<file path="config.mk">
export PLATFORM = sky130hd
export DESIGN_NAME = timed_led_event_table_flat
export DESIGN_NICKNAME = d
export VERILOG_FILES = /design/src/hw/rtl/tlet_pkg.sv /design/src/hw/rtl/tlet_if.sv /design/src/hw/rtl/timed_led_event_table.sv /design/src/hw/rtl/tlet_ram.sv /design/src/hw/rtl/tlet_seq.sv /design/src/flat_wrapper.sv
export SDC_FILE = /design/constraint.sdc
export NUM_CORES = 1
export LEC_CHECK = 0
export BUFFER_PORTS_ARGS = -buffer_cell sky130_fd_sc_hd__buf_2
export CORE_UTILIZATION = 60
export CTS_CLUSTER_DIAMETER = 100
export DETAILED_ROUTE_END_ITERATION = 6
export HOLD_SLACK_MARGIN = 0.1
export PLACE_DENSITY = 0.81
export SLEW_MARGIN = 20
export SYNTH_ARGS = -nofsm -noshare
export SYNTH_HDL_FRONTEND = slang
export SYNTH_SLANG_ARGS = --single-unit
</file>
<file path="constraint.sdc">
create_clock -name clk -period 4.72 [get_ports clk]
set_input_delay 0.236 -clock clk [delete_from_list [all_inputs] [get_ports clk]]
set_output_delay 0.236 -clock clk [all_outputs]
set_load 0.1 [all_outputs]
</file>
<file path="src/hw/rtl/tlet_pkg.sv">
// Shared constants, types and the control store of the LED event table.
package tlet_pkg;

  localparam int SLOTS   = 8;
  localparam int IDX_W   = (SLOTS > 1) ? $clog2(SLOTS) : 1;
  localparam int CMD_W   = 2;
  localparam int TIME_W  = 32;
  localparam int LED_W   = 8;
  localparam int DEL_W   = 8;
  localparam int STAT_W  = 2;
  localparam int USED_W  = 3;
  localparam int CNT_W   = 4;
  localparam int ENTRY_W = TIME_W + LED_W;

  localparam logic [IDX_W-1:0] LAST_IDX = IDX_W'(SLOTS - 1);
  localparam logic [DEL_W-1:0] SLOTS_D  = DEL_W'(SLOTS);

  localparam logic [CMD_W-1:0] CMD_INSERT = 2'd0;
  localparam logic [CMD_W-1:0] CMD_DELETE = 2'd1;
  localparam logic [CMD_W-1:0] CMD_TICK   = 2'd2;

  localparam logic [STAT_W-1:0] ST_OK   = 2'd0;
  localparam logic [STAT_W-1:0] ST_FULL = 2'd1;
  localparam logic [STAT_W-1:0] ST_NONE = 2'd2;

  // Datapath action selected by one control word.
  typedef enum logic [2:0] {
    ACT_NONE,
    ACT_INS,
    ACT_FULL,
    ACT_DEL,
    ACT_PRIME,
    ACT_CMP,
    ACT_EMIT
  } act_t;

  // Next-step rule of one control word.
  typedef enum logic [2:0] {
    J_DISPATCH,
    J_NEXT,
    J_GOTO,
    J_SCAN,
    J_WAIT
  } jump_t;

  localparam int UPC_W     = 3;
  localparam int UPC_DEPTH = 1 << UPC_W;
  typedef logic [UPC_W-1:0] upc_t;

  localparam upc_t UPC_IDLE  = 3'd0;
  localparam upc_t UPC_INS   = 3'd1;
  localparam upc_t UPC_FULL  = 3'd2;
  localparam upc_t UPC_DEL   = 3'd3;
  localparam upc_t UPC_PRIME = 3'd4;
  localparam upc_t UPC_CMP   = 3'd5;
  localparam upc_t UPC_FIN   = 3'd6;
  localparam upc_t UPC_SPARE = 3'd7;

  typedef struct packed {
    act_t  act;
    jump_t jump;
    upc_t  target;
  } ucode_t;

  localparam ucode_t UCODE [UPC_DEPTH] = '{
    '{act: ACT_NONE,  jump: J_DISPATCH, target: UPC_IDLE},  // idle
    '{act: ACT_INS,   jump: J_SCAN,     target: UPC_FIN},   // probe for free slot
    '{act: ACT_FULL,  jump: J_GOTO,     target: UPC_FIN},   // table full
    '{act: ACT_DEL,   jump: J_GOTO,     target: UPC_FIN},   // delete
    '{act: ACT_PRIME, jump: J_NEXT,     target: UPC_IDLE},  // first tick read
    '{act: ACT_CMP,   jump: J_SCAN,     target: UPC_FIN},   // compare, next read
    '{act: ACT_EMIT,  jump: J_WAIT,     target: UPC_IDLE},  // hand off result
    '{act: ACT_NONE,  jump: J_GOTO,     target: UPC_IDLE}   // unused
  };

  // Datapath conditions seen by the sequencer.
  typedef struct packed {
    logic hit;
    logic last;
    logic out_free;
  } seq_flags_t;

  // Sequencer outputs that steer the datapath.
  typedef struct packed {
    act_t act;
    upc_t upc;
  } seq_ctrl_t;

endpackage

</file>
<file path="src/hw/rtl/tlet_if.sv">
// Request and response channel interfaces of the LED event table.
interface tlet_req_if;
  import tlet_pkg::*;

  logic              valid;
  logic              ready;
  logic [CMD_W-1:0]  command;
  logic [TIME_W-1:0] alarm_time;
  logic [LED_W-1:0]  led_pattern;
  logic [DEL_W-1:0]  slot_to_delete;
  logic [TIME_W-1:0] current_time;

  modport source (
    output valid, command, alarm_time, led_pattern, slot_to_delete, current_time,
    input  ready
  );
  modport sink (
    input  valid, command, alarm_time, led_pattern, slot_to_delete, current_time,
    output ready
  );
endinterface

interface tlet_rsp_if;
  import tlet_pkg::*;

  logic              valid;
  logic              ready;
  logic [STAT_W-1:0] status;
  logic [USED_W-1:0] slot_used;
  logic              fired;
  logic [LED_W-1:0]  led_drive;
  logic [CNT_W-1:0]  active_count;

  modport source (
    output valid, status, slot_used, fired, led_drive, active_count,
    input  ready
  );
  modport sink (
    input  valid, status, slot_used, fired, led_drive, active_count,
    output ready
  );
endinterface

</file>
<file path="src/hw/rtl/timed_led_event_table.sv">
// Top level of the timed LED event table: slot store, datapath and result register.
//
//  channel  modport  role
//  -------  -------  -----------------------------------------------------------
//  req      sink     command plus insert, delete and tick operands
//  rsp      source   status, slot_used, fired, led_drive, active_count
//
// An item is taken only while the sequencer sits in its idle step; one item is
// worked at a time. After the transfer, an unused code goes straight to the result
// step, delete passes its delete step first, insert probes slots in order until one
// is free or all are full, and tick primes one read of the single slot RAM port
// and compares each slot as it is read. The result register frees the sequencer
// once loaded, so a new item is taken while the last result still waits on rsp.ready.
// Synchronous reset empties the table and drops any pending result; slot
// contents are not cleared, only their valid bits.
module timed_led_event_table (
  input logic clk,
  input logic rst,
  tlet_req_if.sink   req,
  tlet_rsp_if.source rsp
);
  import tlet_pkg::*;

  seq_ctrl_t  ctrl;
  seq_flags_t flags;
  logic       accept;

  // Table state: valid bits in flops, time and pattern in RAM.
  logic [SLOTS-1:0] slot_valid;
  logic [CNT_W-1:0] valid_total;

  // Operands held for the item in flight.
  logic [TIME_W-1:0] ev_time_q;
  logic [LED_W-1:0]  pattern_q;
  logic [DEL_W-1:0]  del_q;
  logic [TIME_W-1:0] now_q;

  // Scan pointers: idx addresses the RAM, cmp_idx tags the data coming back.
  logic [IDX_W-1:0] idx;
  logic [IDX_W-1:0] cmp_idx;
  logic [IDX_W+USED_W-1:0] idx_wide;

  // Partial result of the item in flight.
  logic [STAT_W-1:0] res_status;
  logic [USED_W-1:0] res_used;
  logic              res_fired;
  logic [LED_W-1:0]  res_drive;

  // Result register toward rsp.
  logic              out_valid;
  logic [STAT_W-1:0] out_status;
  logic [USED_W-1:0] out_used;
  logic              out_fired;
  logic [LED_W-1:0]  out_drive;
  logic [CNT_W-1:0]  out_count;

  logic               ram_we;
  logic [ENTRY_W-1:0] ram_rdata;
  logic [TIME_W-1:0]  rd_time;
  logic [LED_W-1:0]   rd_leds;

  logic ins_free;
  logic del_ok;
  logic tick_match;
  logic out_free;

  // ---------------------------------------------------------------------------
  // Sequencer
  // ---------------------------------------------------------------------------
  tlet_seq u_seq (
    .clk     (clk),
    .rst     (rst),
    .accept  (accept),
    .command (req.command),
    .flags   (flags),
    .ctrl    (ctrl)
  );

  // Hold off requests while in reset.
  assign req.ready = !rst && (ctrl.upc == UPC_IDLE);
  assign accept    = req.valid && req.ready;

  // ---------------------------------------------------------------------------
  // Slot RAM: write on insert, read at the scan pointer every cycle
  // ---------------------------------------------------------------------------
  tlet_ram #(
    .WIDTH (ENTRY_W),
    .DEPTH (SLOTS)
  ) u_slot_ram (
    .clk   (clk),
    .we    (ram_we),
    .waddr (idx),
    .wdata ({ev_time_q, pattern_q}),
    .raddr (idx),
    .rdata (ram_rdata)
  );

  assign rd_time = ram_rdata[ENTRY_W-1:LED_W];
  assign rd_leds = ram_rdata[LED_W-1:0];

  // ---------------------------------------------------------------------------
  // Datapath conditions
  // ---------------------------------------------------------------------------
  assign ins_free   = !slot_valid[idx];
  assign del_ok     = (del_q < SLOTS_D) && slot_valid[del_q[IDX_W-1:0]];
  assign tick_match = slot_valid[cmp_idx] && (rd_time == now_q);
  assign out_free   = !out_valid || rsp.ready;
  assign ram_we     = (ctrl.act == ACT_INS) && ins_free;

  // Slot index keeps its low bits only, whatever the table depth.
  assign idx_wide = {{USED_W{1'b0}}, idx};

  assign flags.hit      = (ctrl.act == ACT_INS) && ins_free;
  assign flags.last     = (ctrl.act == ACT_INS) ? (idx == LAST_IDX) : (cmp_idx == LAST_IDX);
  assign flags.out_free = out_free;

  // ---------------------------------------------------------------------------
  // Control state: valid bits, live count, result valid
  // ---------------------------------------------------------------------------
  always_ff @(posedge clk) begin
    if (rst) begin
      slot_valid  <= '0;
      valid_total <= '0;
      out_valid   <= 1'b0;
    end else begin
      // Load a fresh result, else drop the one just transferred.
      priority if ((ctrl.act == ACT_EMIT) && out_free) begin
        out_valid <= 1'b1;
      end else if (rsp.valid && rsp.ready) begin
        out_valid <= 1'b0;
      end
      unique case (ctrl.act)
        ACT_INS: begin
          // Claim the probed slot if it is free.
          if (ins_free) begin
            slot_valid[idx] <= 1'b1;
            valid_total     <= valid_total + 4'd1;
          end
        end
        ACT_DEL: begin
          if (del_ok) begin
            slot_valid[del_q[IDX_W-1:0]] <= 1'b0;
            valid_total                  <= valid_total - 4'd1;
          end
        end
        ACT_CMP: begin
          // Free every slot whose time matches.
          if (tick_match) begin
            slot_valid[cmp_idx] <= 1'b0;
            valid_total         <= valid_total - 4'd1;
          end
        end
        default: ;
      endcase
    end
  end

  // ---------------------------------------------------------------------------
  // Payload: operands, scan pointers, partial and final result
  // ---------------------------------------------------------------------------
  always_ff @(posedge clk) begin
    if (accept) begin
      ev_time_q  <= req.alarm_time;
      pattern_q  <= req.led_pattern;
      del_q      <= req.slot_to_delete;
      now_q      <= req.current_time;
      idx        <= '0;
      cmp_idx    <= '0;
      res_status <= ST_OK;
      res_used   <= '0;
      res_fired  <= 1'b0;
      res_drive  <= '0;
    end
    unique case (ctrl.act)
      ACT_INS: begin
        // Record the claimed slot, else advance the probe.
        if (ins_free) begin
          res_used <= idx_wide[USED_W-1:0];
        end else begin
          idx <= idx + 1'b1;
        end
      end
      ACT_FULL: res_status <= ST_FULL;
      ACT_DEL: begin
        if (!del_ok) begin
          res_status <= ST_NONE;
        end
      end
      ACT_PRIME: begin
        cmp_idx <= idx;
        idx     <= idx + 1'b1;
      end
      ACT_CMP: begin
        // Highest-index match wins the LED port.
        if (tick_match) begin
          res_fired <= 1'b1;
          res_drive <= rd_leds;
        end
        cmp_idx <= idx;
        idx     <= idx + 1'b1;
      end
      ACT_EMIT: begin
        if (out_free) begin
          out_status <= res_status;
          out_used   <= res_used;
          out_fired  <= res_fired;
          out_drive  <= res_drive;
          out_count  <= valid_total;
        end
      end
      default: ;
    endcase
  end

  assign rsp.valid        = out_valid;
  assign rsp.status       = out_status;
  assign rsp.slot_used    = out_used;
  assign rsp.fired        = out_fired;
  assign rsp.led_drive    = out_drive;
  assign rsp.active_count = out_count;

  // ---------------------------------------------------------------------------
  // Assertions
  // ---------------------------------------------------------------------------
  a_count_matches: assert property (@(posedge clk) disable iff (rst)
    valid_total == CNT_W'($countones(slot_valid)))
    else $error("live count disagrees with valid bits");

  a_accept_leaves_idle: assert property (@(posedge clk) disable iff (rst)
    accept |=> (ctrl.upc != UPC_IDLE))
    else $error("sequencer stayed idle after a request transfer");

  a_insert_sets_valid: assert property (@(posedge clk) disable iff (rst)
    ram_we |=> slot_valid[$past(idx)])
    else $error("inserted slot not marked valid");

  a_result_from_emit: assert property (@(posedge clk) disable iff (rst)
    $rose(out_valid) |-> ($past(ctrl.act) == ACT_EMIT))
    else $error("result loaded outside the emit step");

endmodule

</file>
<file path="src/hw/rtl/tlet_ram.sv">
// Generic single-write, single-read RAM with registered read data.
module tlet_ram #(
  parameter int WIDTH = 8,
  parameter int DEPTH = 8
) (
  input  logic                                      clk,
  input  logic                                      we,
  input  logic [((DEPTH > 1) ? $clog2(DEPTH) : 1)-1:0] waddr,
  input  logic [WIDTH-1:0]                          wdata,
  input  logic [((DEPTH > 1) ? $clog2(DEPTH) : 1)-1:0] raddr,
  output logic [WIDTH-1:0]                          rdata
);

  logic [WIDTH-1:0] mem [DEPTH];

  always_ff @(posedge clk) begin
    if (we) begin
      mem[waddr] <= wdata;
    end
    rdata <= mem[raddr];
  end

endmodule

</file>
<file path="src/hw/rtl/tlet_seq.sv">
// Microcode sequencer: step counter, control store and jump logic.
module tlet_seq (
  input  logic                      clk,
  input  logic                      rst,
  input  logic                      accept,
  input  logic [tlet_pkg::CMD_W-1:0] command,
  input  tlet_pkg::seq_flags_t      flags,
  output tlet_pkg::seq_ctrl_t       ctrl
);
  import tlet_pkg::*;

  upc_t   upc;
  upc_t   upc_next;
  upc_t   dispatch;
  ucode_t cw;

  assign cw = UCODE[upc];

  always_comb begin
    unique case (command)
      CMD_INSERT: dispatch = UPC_INS;
      CMD_DELETE: dispatch = UPC_DEL;
      CMD_TICK:   dispatch = UPC_PRIME;
      default:    dispatch = UPC_FIN;
    endcase
  end

  always_comb begin
    unique case (cw.jump)
      J_DISPATCH: upc_next = accept ? dispatch : upc;
      J_NEXT:     upc_next = upc + 3'd1;
      J_GOTO:     upc_next = cw.target;
      J_SCAN: begin
        priority if (flags.hit) begin
          upc_next = cw.target;
        end else if (flags.last) begin
          upc_next = upc + 3'd1;
        end else begin
          upc_next = upc;
        end
      end
      J_WAIT:     upc_next = flags.out_free ? cw.target : upc;
      default:    upc_next = UPC_IDLE;
    endcase
  end

  always_ff @(posedge clk) begin
    if (rst) begin
      upc <= UPC_IDLE;
    end else begin
      upc <= upc_next;
    end
  end

  assign ctrl.act = cw.act;
  assign ctrl.upc = upc;

endmodule

</file>
<file path="src/flat_wrapper.sv">
// flat-port wrapper written by rule: the top's interface ports become plain ports
module timed_led_event_table_flat import tlet_pkg::*;
  (clk, rst, req_valid, req_command, req_alarm_time, req_led_pattern, req_slot_to_delete, req_current_time, req_ready, rsp_valid, rsp_status, rsp_slot_used, rsp_fired, rsp_led_drive, rsp_active_count, rsp_ready);
  tlet_req_if req_i ();
  tlet_rsp_if rsp_i ();
  input logic clk;
  input logic rst;
  input wire logic [$bits(req_i.valid)-1:0] req_valid;
  input wire logic [$bits(req_i.command)-1:0] req_command;
  input wire logic [$bits(req_i.alarm_time)-1:0] req_alarm_time;
  input wire logic [$bits(req_i.led_pattern)-1:0] req_led_pattern;
  input wire logic [$bits(req_i.slot_to_delete)-1:0] req_slot_to_delete;
  input wire logic [$bits(req_i.current_time)-1:0] req_current_time;
  output wire logic [$bits(req_i.ready)-1:0] req_ready;
  output wire logic [$bits(rsp_i.valid)-1:0] rsp_valid;
  output wire logic [$bits(rsp_i.status)-1:0] rsp_status;
  output wire logic [$bits(rsp_i.slot_used)-1:0] rsp_slot_used;
  output wire logic [$bits(rsp_i.fired)-1:0] rsp_fired;
  output wire logic [$bits(rsp_i.led_drive)-1:0] rsp_led_drive;
  output wire logic [$bits(rsp_i.active_count)-1:0] rsp_active_count;
  input wire logic [$bits(rsp_i.ready)-1:0] rsp_ready;
  assign req_i.valid = req_valid;
  assign req_i.command = req_command;
  assign req_i.alarm_time = req_alarm_time;
  assign req_i.led_pattern = req_led_pattern;
  assign req_i.slot_to_delete = req_slot_to_delete;
  assign req_i.current_time = req_current_time;
  assign req_ready = req_i.ready;
  assign rsp_valid = rsp_i.valid;
  assign rsp_status = rsp_i.status;
  assign rsp_slot_used = rsp_i.slot_used;
  assign rsp_fired = rsp_i.fired;
  assign rsp_led_drive = rsp_i.led_drive;
  assign rsp_active_count = rsp_i.active_count;
  assign rsp_i.ready = rsp_ready;
  timed_led_event_table u_core (.clk(clk), .rst(rst), .req(req_i), .rsp(rsp_i));
endmodule
</file>
# After elaboration in Yosys (flattened, before gate mapping)
# Memory sizes are Yosys's and may differ from the RTL's. A register that Yosys moved wholly into a read port is not among the register bits.
# Cells that the tools add are included.
[word_totals]
out_inout_bits = 20
reg_bits = 134
romBits = 72
inputBits = 86
wordCells = 134
mem_count = 2
mem_bits_rw = 320
[mem_list]
columns = ["memory", "words", "width", "read_ports", "rd_ports_with_merged_regs", "write_ports", "line_no", "text"]
rows = [
  ["u_core.u_slot_ram.mem", 8, 40, 1, 1, 1, "tlet_ram.sv:14", "logic [WIDTH-1:0] mem [DEPTH];"],
  ["(no name shown)", 8, 9, 1, 0, 0, "tlet_seq.sv:17", "assign cw = UCODE[upc];"],
]
[op_classes]
n_lt_le_gt_ge = 8
eq_ne = 21
bitwise = 6
n_addsub = 4
reduce_logical = 24
n_mux = 50
[op_table]
columns = ["operator", "count"]
rows = [
  ["$mux W8", 6],
  ["$mux W3", 11],
  ["$eq A32 B32 Y1", 1],
  ["$pmux W8 S3", 1],
  ["$eq A3 B3 Y1 const B", 6],
  ["$mux W9", 2],
  ["$and A8 B8 Y8", 2],
  ["$not A8 Y8", 2],
  ["$pmux W3 S5", 1],
  ["$mux W1", 14],
  ["$eq A3 B2 Y1 const B", 4],
  ["$lt A3 B4 Y1 const B", 3],
  ["$mux W4", 3],
  ["$pmux W4 S3", 1],
  ["$logic_and A1 B1 Y1", 10],
  ["$bmux W1 S3", 3],
  ["$demux W1 S3", 3],
  ["$ge A3 B1 Y1 const B", 3],
  ["$pmux W3 S3", 1],
  ["$lt A8 B4 Y1 const B", 1],
  ["$or A8 B8 Y8", 1],
  ["$add A3 B1 Y3 const B", 2],
  ["$eq A3 B1 Y1 const B", 2],
  ["$logic_not A3 Y1", 2],
  ["21 further kinds", 28],
]

# Longest topological paths before layout
[depth]
depth_word = 9
mapped_depth = 12

# Cells and area by module
# A second synthesis with hierarchy kept.
[unflattened]
hier_cells = 929
area_unflattened_um2 = 18746.7
[by_module_without_submodules]
columns = ["mod", "seq_area_each_um2", "n_inst", "area_each_um2", "cells_per_inst"]
rows = [
  ["tlet_ram", 10410.0, 1, 13171.4, 515],
  ["timed_led_event_table", 3633.5, 1, 5183.7, 363],
  ["tlet_seq", 60.1, 1, 391.6, 51],
]

# Least setup slack after synthesis
# OpenSTA, ideal clock, no wires.
[synth_path]
path_kind = "register -> register"
startpoint = "register u_core.u_seq.upc[0]"
endpoint = "register u_core.u_seq.upc[2]"
path_buffers = 1
setup_time_ns = 0.119
path_stages_with_launch = 11
arrival_time_ns = 5.053
setup_slack_ns = -0.451
cell_sequence = "dfxtp_1 clkbuf_1 inv_1 ha_1 nor3b_2 nand2_1 inv_1 o32ai_1 a32oi_2 o221ai_1 o221a_2"
[synth_lines]
columns = ["element", "line_no", "text"]
rows = [
  ["start, declared", "tlet_seq.sv:12", "upc_t upc;"],
  ["start signal, assigned", "tlet_seq.sv:51", "upc <= upc_next;"],
  ["$logic_not A3 Y1", "timed_led_event_table.sv:80", "assign req.ready = !rst && (ctrl.upc == UPC_IDLE);"],
  ["$logic_and A1 B1 Y1", "timed_led_event_table.sv:80", ""],
  ["via req_ready", "flat_wrapper.sv:14", "output wire logic [$bits(req_i.ready)-1:0] req_ready;"],
  ["$logic_and A1 B1 Y1", "timed_led_event_table.sv:81", "assign accept = req.valid && req.ready;"],
  ["via u_core.accept", "timed_led_event_table.sv:26", "logic accept;"],
  ["$ne A2 B2 Y1 (no line)", "n/a", ""],
  ["$reduce_and A3 Y1 (no line)", "n/a", ""],
]
# The timed path passes the listed nets, and every way through them passes these cells. The select of a mux whose other input is x is not followed.
# A chain may end at the register's enable or synchronous reset.

# Worst setup path in the final report
[layout_path]
startpoint = "register u_core.u_seq.upc[0]"
endpoint = "register u_core.u_seq.upc[0]"
[layout_lines]
columns = ["element", "line_no"]
rows = [
  ["$logic_not A3 Y1", "timed_led_event_table.sv:80"],
  ["$logic_and A1 B1 Y1", "timed_led_event_table.sv:80"],
  ["$logic_and A1 B1 Y1", "timed_led_event_table.sv:81"],
  ["via u_core.accept", "timed_led_event_table.sv:26"],
  ["$ne A2 B2 Y1 (no line)", "n/a"],
  ["$reduce_and A3 Y1 (no line)", "n/a"],
]
# The timed path passes the listed nets, and every way through them passes these cells. The select of a mux whose other input is x is not followed.

==> impl_metrics.csv <==
group,metric,value,unit
power,p_leak,7.09,nW
die,core.rowCount,62,
drt,initialDrtViolationCount,1167,
critical_path,critPathKind,"reg -> reg",
timing,finClkSkew,0.0164,ns
critical_path,cp_cell_sequence,"inv_1 > ha_1 > nor3b_2 > nand2_1 > clkinvlp_4 > o32ai_1 > a32oi_2 > a21oi_1 > a311oi_1 > dlygate4sd3_1",
timing,tightest_slew,1.04,ns
cts,htree_levels,2,
critical_path,required,5.15,ns
drt,via_per_inst,6.31,
cts,cts_setup_buffers,0,
power,vdd_drop_max,0.357,mV
drt,met2_length,19.8,mm
final_layout,fill_cells,1628,
final_layout,regArea,14100,µm²
grt,grt_pass1_wl,60.9,mm
synth,yosysSeqAreaShare,0.803,
critical_path,critical-path-top-delay-family,"buffers and inverters",
critical_path,worstPathBufferInverterCount,3,
final_layout,multi_input_area,3280,µm²
placement,io_buffers,105,
critical_path,critPathMaxFanout,16,
die,die_w,173,µm
critical_path,r2r-start,"u_core.u_seq.upc[0]",
drt,drc_errors,0,
grt,grt_overflow_total,0,
synth,syn_area_per_cell,17.3,µm²
critical_path,rrSetupSlack,1.18,ns
final_layout,nNetsFinal,1320,
worst_hold_path,hold_path_class,"in -> reg",
placement,place_ws,1.58,ns
synth,synth.net_count,1108,
drt,wl,40.1,mm
run_status,status,"complete, no violations",
synth,synth_seq_cells,494,
die,io_pins,106,
timing,finalSetupViolCount,0,
timing,setup_ws,1.18,ns
final_layout,diodes,0,
drt,met3_length,3.88,mm
timing,finalCritPeriodShare,0.750,
cts,clk_latency,0.55,ns
placement,globalplace.congestion,0.879,
timing,rsz0062_at_grt,"no",
cts,numCtsBuffers,46,
grt,grt_usage,0.272,
die,start_util,0.610,
drt,met1Wirelength,15.1,mm
cts,cts_root_buf,"clkbuf_16",
worst_hold_path,min_from,"req_command[0]",
synth,ys_warn_count,0,
drt,postRouteAntennaNets,0,
synth,synth_top_flop_cell,"edfxtp_1",
drt,drt_pass1_iterations,6,
die,die_h,173,µm
placement,hpwl,20.6,mm
grt,grt_pass1_vias,10435,
final_layout,syn2layout_area_growth,19.4,%
synth,syn_area,17600,µm²
critical_path,end_kind,"flop",
drt,routed-via-count,10377,
synth,ys_top_cells_by_area,"edfxtp_1, dfxtp_1, a22oi_1, xor2_1, nand4_1",
critical_path,worstSetupStartpointType,"flop",
critical_path,critPathMaxStageDelay,0.58,ns
timing,finalMaxSlewViolations,0,
timing,slew_headroom,0.303,
critical_path,r2r-end,"u_core.u_seq.upc[0]",
grt,grt_max_degree,42,
die,dieArea,30000,µm²
timing,fmax,283,MHz
cts,cts_tree,"yes",
final_layout,drive_gt1_frac,0.179,
critical_path,cp_slowest_cell,"dfxtp_1",
power,powerDensity,556,nW/µm²
grt,antenna_found_initial,0,
cts,cts.sinks,494,
timing,hold_viol,0,
synth,ys_types,57,
power,power.total,11.6,mW
synth,synth_top_area_cell,"edfxtp_1",
critical_path,worst_r2r_path_depth,10,
synth,synthArstFlopShare,0,
synth,synth_cells,1012,
synth,synth_top_area_frac,0.720,
timing,period_minus_slack,3.54,ns
cts,ctsResizeCount,0,
cts,clk_pin_slew,0.06,ns
flow_run,maxCapViolCount,0,
cts,clockBufferDepth,3,
critical_path,arrival,3.97,ns
die,core,28800,µm²
drt,routed.top_layer,"met4",
timing,tns,0,ns
worst_hold_path,holdPathStages,3,
synth,synth_edf_count,421,
worst_hold_path,hold_end,"u_core.u_seq.upc[1]",
drt,avgRoutedWirePerCell,24.4,µm
[final cells by class]
class,instances,share of cell area
clock buffers,67,0.0601
clock inverters,17,0.00985
inverters,21,0.00394
multi-input cells,448,0.157
flip-flops and latches,494,0.673
well taps,384,0.0229
repair buffers,213,0.0738
[placed cells by master (no fill, tap or decap), drive strengths merged, types with 2 or more instances in the layout]
master / instances
edfxtp: 421
a22oi: 160
buf: 129
dlygate4sd3: 84
dfxtp: 73
clkbuf: 67
nand4: 42
nand2: 38
xor2: 33
nor2: 26
nand3: 20
inv: 19
o21ai: 17
a21oi: 14
clkinv: 11
o221ai: 10
ha: 9
nor3: 9
nor2b: 7
nor4: 7
mux2i: 5
mux2: 5
clkinvlp: 4
mux4: 4
bufinv: 4
a31oi: 4
nand3b: 3
a21o: 3
o22ai: 2
o2111ai: 2
a311oi: 2
a211o: 2
o211a: 2
nor3b: 2
a221oi: 2
a21boi: 2
[cells by family after synthesis]
family	Yosys count	share of synthesized area
AO/OA/AOI/OAI	231	0.0986
XOR/XNOR	33	0.0165
adder cells (fa/ha/maj)	10	0.00755
buffers and inverters	70	0.0159
flip-flops	494	0.803
multiplexers	14	0.0112
AND/OR/NAND/NOR	160	0.0470
[per-layer routing]
| layer | vias up | GRT usage |
|---|---|---|
| met3 | 109 | 0.0541 |
| met1 | 5131 | 0.356 |
| met5 | - | 0 |
| li1 | 4486 | - |
| met2 | 651 | 0.448 |
| met4 | 0 | 0.115 |
[flip-flops by register name, indices dropped and copies added (netlist names), 4 cells and up]
| name | count |
|---|---|
| u_core.rsp.active_count | 4 |
| u_core.valid_total | 4 |
| u_core.now_q | 32 |
| u_core.res_drive | 8 |
| u_core.ev_time_q | 32 |
| u_core.slot_valid | 8 |
| u_core.u_slot_ram.rdata | 40 |
| u_core.rsp.led_drive | 8 |
| u_core.u_slot_ram.mem | 320 |
| u_core.pattern_q | 8 |
| u_core.del_q | 8 |
[power by group]
group | total, mW | internal (mW) | leakage (nW) | switching (mW)
clock | 3.64 | 2.08 | 0.701 | 1.56
sequential | 5.82 | 5.40 | 4.42 | 0.415
combinational | 2.19 | 0.746 | 1.97 | 1.45
[synthesized netlist by cell type, drive strengths merged, types with 14 or more instances]
cell type and number:
dfxtp 73, a21oi 14, xor2 33, o21ai 17, nand3 20, nand2 38
clkbuf 40, nor2 26, inv 18, a22oi 160, edfxtp 421, nand4 42
[through the flow]
| stage | instances | hold slack [ns] | util | cell area (µm²) |
|---|---|---|---|---|
| floorplan | 1012 | 0.335 | - | 17600 |
| global placement | 1476 | 0.413 | 0.648 | 18700 |
| detailed placement | 1476 | 0.414 | 0.648 | 18700 |
| CTS | 1644 | 0.109 | 0.728 | 21000 |
| global route | 1644 | 0.131 | 0.728 | 21000 |
| finish | 1644 | 0.128 | 0.728 | 21000 |
[what timing repair did]
item	CTS	global route
hold buffers	84	0
endpoints found under the setup margin	0	0
hold endpoints to repair	83	0
[tightest hold or removal path: stages]
cell and delay, ns:
buf_2 0.11, a21boi_0 0.17, a311oi_1 0.11
[worst max-delay path by stage]
| stage | from | depth (start not counted) | slack, ns | end |
|---|---|---|---|---|
| after CTS | u_core.u_seq.upc[0] | 10 | 1.23 | u_core.u_seq.upc[0] |
| final | u_core.u_seq.upc[0] | 10 | 1.18 | u_core.u_seq.upc[0] |
| after detailed placement | u_core.idx[1] | 6 | 1.58 | u_core.u_slot_ram.mem[2][17] |
| after global placement | u_core.idx[1] | 6 | 1.72 | u_core.u_slot_ram.mem[2][31] |
| after global routing | u_core.u_seq.upc[0] | 10 | 0.98 | u_core.u_seq.upc[0] |
| after floorplan | u_core.u_seq.upc[0] | 10 | 0.29 | u_core.u_seq.upc[2] |
Note: power is estimated with default switching activity, not from simulation.
